$ cat src/rtl/oqn_pkg.sv
// ----------------------------------------------------------------------------
// oqn_pkg: shared types, constants and width helpers
// Holds the widths of the fixed output fields, the scale register reset value,
// the per-item control bundle and the derived datapath widths.
// ----------------------------------------------------------------------------
package oqn_pkg;

    localparam int COORD_BITS_DEF = 16;
    localparam int QW             = 16;   // bits resolved by the cell chain
    localparam int OUT_W          = 16;
    localparam int SCALE_W        = 15;
    localparam logic [SCALE_W-1:0] SCALE_RESET = 15'd4096;
    localparam int FRONT_STAGES   = 7;

    // Control that travels with one item down the pipeline.
    typedef struct packed {
        logic       valid;
        logic       deg;
        logic [2:0] neg;
    } t_ctl;

    // Unsigned magnitude of a cross product component.
    function automatic int f_nw(input int c);
        return 2 * c + 2;
    endfunction

    // Squared length of the cross product.
    function automatic int f_sw(input int c);
        return 4 * c + 4;
    endfunction

    // Magnitude times scale.
    function automatic int f_mw(input int c);
        return 2 * c + 2 + SCALE_W;
    endfunction

    // Square of magnitude times scale: the radicand target.
    function automatic int f_tw(input int c);
        return 2 * f_mw(c);
    endfunction

    // Running product q * S.
    function automatic int f_pw(input int c);
        return f_sw(c) + QW;
    endfunction

    // Working width of the trial subtraction in a cell.
    function automatic int f_xw(input int c);
        return 4 * c + 38;
    endfunction

endpackage

$ cat src/rtl/oqn_cell.sv
// ----------------------------------------------------------------------------
// oqn_cell: one bit of the scaled square root, for all three components
// Tries bit BIT of q using the remainder R = t - q^2*S and the running
// product P = q*S, then passes the updated state to the next cell.
// ----------------------------------------------------------------------------
module oqn_cell
    import oqn_pkg::*;
#(
    parameter int COORD_BITS = COORD_BITS_DEF,
    parameter int BIT        = 0
) (
    input  logic                              i_clk,
    input  logic                              i_rst_n,
    input  t_ctl                              i_ctl,
    input  logic [f_sw(COORD_BITS)-1:0]       i_s,
    input  logic [2:0][f_tw(COORD_BITS)-1:0]  i_r,
    input  logic [2:0][f_pw(COORD_BITS)-1:0]  i_p,
    input  logic [2:0][QW-1:0]                i_q,
    output t_ctl                              o_ctl,
    output logic [f_sw(COORD_BITS)-1:0]       o_s,
    output logic [2:0][f_tw(COORD_BITS)-1:0]  o_r,
    output logic [2:0][f_pw(COORD_BITS)-1:0]  o_p,
    output logic [2:0][QW-1:0]                o_q
);

    localparam int TW = f_tw(COORD_BITS);
    localparam int PW = f_pw(COORD_BITS);
    localparam int XW = f_xw(COORD_BITS);

    t_ctl               r_ctl;
    logic [f_sw(COORD_BITS)-1:0] r_s;
    logic [2:0][TW-1:0] r_r, n_r;
    logic [2:0][PW-1:0] r_p, n_p;
    logic [2:0][QW-1:0] r_q, n_q;
    logic [XW-1:0]      n_sub [3];
    logic [2:0]         n_ok;

    // Setting bit BIT grows q^2*S by P*2^(BIT+1) + S*4^BIT.
    always_comb begin
        for (int k = 0; k < 3; k++) begin
            n_sub[k] = (XW'(i_p[k]) << (BIT + 1)) + (XW'(i_s) << (2 * BIT));
            n_ok[k]  = XW'(i_r[k]) >= n_sub[k];
            n_r[k]   = n_ok[k] ? TW'(XW'(i_r[k]) - n_sub[k]) : i_r[k];
            n_p[k]   = n_ok[k] ? PW'(XW'(i_p[k]) + (XW'(i_s) << BIT)) : i_p[k];
            n_q[k]   = i_q[k] | (QW'(n_ok[k]) << BIT);
        end
    end

    always_ff @(posedge i_clk) begin
        if (!i_rst_n) begin
            r_ctl.valid <= 1'b0;
        end else begin
            r_ctl.valid <= i_ctl.valid;
        end
        r_ctl.deg <= i_ctl.deg;
        r_ctl.neg <= i_ctl.neg;
        r_s       <= i_s;
        r_r       <= n_r;
        r_p       <= n_p;
        r_q       <= n_q;
    end

    assign o_ctl = r_ctl;
    assign o_s   = r_s;
    assign o_r   = r_r;
    assign o_p   = r_p;
    assign o_q   = r_q;

endmodule

$ cat config.mk
export PLATFORM = sky130hd
export DESIGN_NAME = oqn_cell
export DESIGN_NICKNAME = d
export VERILOG_FILES = /design/src/rtl/oqn_pkg.sv /design/src/rtl/oqn_cell.sv
export SDC_FILE = /design/constraint.sdc
export NUM_CORES = 2
export LEC_CHECK = 0
export BUFFER_PORTS_ARGS = -buffer_cell sky130_fd_sc_hd__buf_2
export CELL_PAD_IN_SITES_DETAIL_PLACEMENT = 2
export CELL_PAD_IN_SITES_GLOBAL_PLACEMENT = 2
export CORE_AREA = 2 2 515 517
export DETAILED_ROUTE_END_ITERATION = 8
export DIE_AREA = 0 0 517 519
export HOLD_SLACK_MARGIN = 0.08
export PLACE_DENSITY = 0.7
export SLEW_MARGIN = 25
export SYNTH_ARGS = -nofsm -noshare
export SYNTH_HDL_FRONTEND = slang
export SYNTH_SLANG_ARGS = --single-unit
$ cat constraint.sdc
create_clock -name i_clk -period 5.6 [get_ports i_clk]
set_input_delay 0.28 -clock i_clk [delete_from_list [all_inputs] [get_ports i_clk]]
set_output_delay 0.28 -clock i_clk [all_outputs]
set_load 0.005 [all_outputs]
==> flow_summary.ini <==
[critical_path]
worstPathRequired_ns = 6.36
crit_path_end_kind = flop
slowest_delay_ns = 0.55
cpMaxStageDelayCell = a211oi_4
critical_path.startpoint_type = input pin
crit_fanout = 7
worstSetupPathType = input pin to flop
cp.arrival_ns = 7.34
cp_common_cell = buf_4

[floorplanning]
core_area_mm2 = 0.2634
initial_core_util_pct = 23.31
chipHeight_um = 519
rows = 189
die_w_um = 517
die_area_mm2 = 0.2683
pin_count = 1336

[timing]
setup_viol = 493
grt_setup_unrepaired = yes
drv_slew = 0
post-route-min-period_ns = 6.582
holdWs_ns = 0.09329
timing.final.ws_setup_ns = -0.9821
finalHoldViolCount = 0
period_share_pct = 117.5
fmax_mhz = 151.9
tightest_slew_ns = 1.431
slew_headroom_pct = 4.621

[global_routing]
grt.total_usage_pct = 36.32
grt_pass1_wl_um = 710200
grt-ovfl-total = 0
grt_max_degree = 58
first_global_vias = 96390
antenna_found_initial = 151

[routing]
wl_per_cell_um = 33.88
route.detailed.drc = 0
routed_wl_um = 555900
route.met3.wl_um = 43050
num_vias = 91520
ant_nets = 0
m1WireLength_um = 209600
dr.max_layer_used = met5
wl_met2_um = 251100
drt_iter0_drc = 7227
via_per_inst = 5.577
drt_first_pass_iters = 5

[power]
p_sw_mw = 14.82
internal-power_mw = 18.06
p_leak_nw = 50.03
p_total_mw = 32.88
power_density_mw_per_mm2 = 305.2
sw_frac_of_total_pct = 45.07
ir_drop_mv = 0.2604
sequentialPowerShare_pct = 22.2
pwr-share-comb_pct = 56.2
clkPwrFrac_pct = 21.6

[layout]
fin_nets = 14040
final_cell_mix = buf_4, buf_2, a21oi_1
final_common_cell = buf_4
syn_to_final_growth_pct = 75.42
fill_cells = 29760
layoutNonFillerInstCount = 16410
drive_above_1_share_pct = 38.32
stdcell_area_mm2 = 0.1077

[logic_synthesis]
syn-num-nets = 9674
synth-seq-cells = 667
synth-edff-count = 0
ys_warn_count = 0
yosysSeqAreaShare_pct = 21.74
synth_cell_types = 103
synth.avg_cell_area_um2 = 7.370
synth-main-ff-cell = dfxtp_1
synthCells = 8333
syn-cell-area_mm2 = 0.06142
ys_async_sr_fraction_pct = 0

[outcome]
status = complete, but fails checks
violations = setup timing

[clock_tree]
cts_sinks = 667
htree_levels = 3
clk_pin_slew_ns = 0.07
root_buffer = clkbuf_16
cts_tree = done
clock_path_buffers = 3
cts_buffers = 95

[placement]
gp_congestion = 0.9861
hpwl_um = 400900
dpl.cell_count = 15260
io_buffers = 1335
placed_area_mm2 = 0.09014

[flow_run]
drv_cap = 0

[hold_path]
hp-class = input pin to flop
[power by group through the flow]
stage	clock network [mW]	registers [mW]	logic [mW]
after floorplan	0	6.68	6.70
after global placement	0	7.19	15.8
after detailed placement	0	7.15	16.2
after CTS	7.01	7.10	17.0
after global routing	7.34	7.27	19.4
final	7.11	7.28	18.5
[kinds of logic after synthesis]
logic type	Yosys count	synth area share [%]
flip-flops	667	21.74
XOR/XNOR	742	10.59
AO/OA/AOI/OAI	2920	29.32
AND/OR/NAND/NOR	2659	20.11
multiplexers	10	0.1752
adder cells (fa/ha/maj)	672	13.80
buffers and inverters	663	4.254
[worst max-delay path: cells and delay by family]
kind,cells,cell delay [ns]
xor+xnor,1,0.16
buf+inv,15,2.17
compound gates,11,2.79
fa+ha+maj,2,0.52
simple gates,8,1.38
[registers in the layout (all words and copies together), names as in the netlist]
| signal | count |
|---|---|
| o_r | 294 |
| o_ctl | 5 |
| o_s | 68 |
| o_q | 48 |
| o_p | 252 |
[path summary, 6_finish.rpt]
| path | start | cells after the start | endpoint | slack (ns) |
|---|---|---|---|---|
| setup / recovery | i_s[1] | 37 | o_r[149] | -0.98 |
| hold / removal | i_s[36] | 2 | o_s[36] | 0.09 |
[area by class of cell]
cell class / count / area (µm²) / share of cell area (%)
multi-input combinational: 7003 / 49260 / 45.72
timing repair buffer: 4688 / 36130 / 33.54
sequential: 667 / 13350 / 12.39
tap: 3533 / 4420 / 4.103
clock buffer: 120 / 2613 / 2.425
inverter: 248 / 934.6 / 0.8675
clock inverter: 58 / 795.8 / 0.7386
antenna: 93 / 232.7 / 0.2160
[layer usage]
metal	vias up	track usage [%]
li1	39110	-
met1	45920	42.10
met2	4546	59.70
met3	1885	7.021
met4	58	25.68
met5	-	0
[synth_stat cells, drive strengths merged, types with 53 or more instances]
master,count,area (µm²)
a211oi,67,528.0
o21bai,164,1231
and2,53,331.6
nand3,152,770.7
xor2,309,2706
o21a,70,526.8
a21o,376,2823
a31oi,90,575.6
nor3,146,730.7
inv,248,930.9
nand2,934,3506
clkbuf,318,1197
nor2,721,2709
xnor2,433,3800
buf,97,484.2
a21oi,1081,5429
nand2b,70,437.9
nand4,271,1695
dfxtp,667,13350
o21ai,663,3344
and3,57,356.6
ha,663,8295
nor4,60,405.4
[stage by stage]
step           worst slack (ns)  TNS (ns)  util, %
2_1_floorplan           -0.1072   -0.1072        -
3_3_place_gp             -2.009   -806.30    34.21
3_5_place_dp             -2.147   -904.97    34.22
4_1_cts                 -0.2586    -38.01    38.83
5_1_grt                 -0.9622   -218.64    40.86
6_report                -0.9821   -175.39    40.90
[timing repair]
| item | 4_1_cts | 5_1_grt |
|---|---|---|
| setup endpoints to repair | 549 | 549 |
| hold buffers | 647 | 2 |
| pin swaps | 112 | 166 |
| endpoints found under the hold margin | 644 | 2 |
| resized for setup | 345 | 738 |
| gates cloned | 10 | 48 |
| buffers inserted | 59 | 141 |
(Power assumes the default switching activity.)
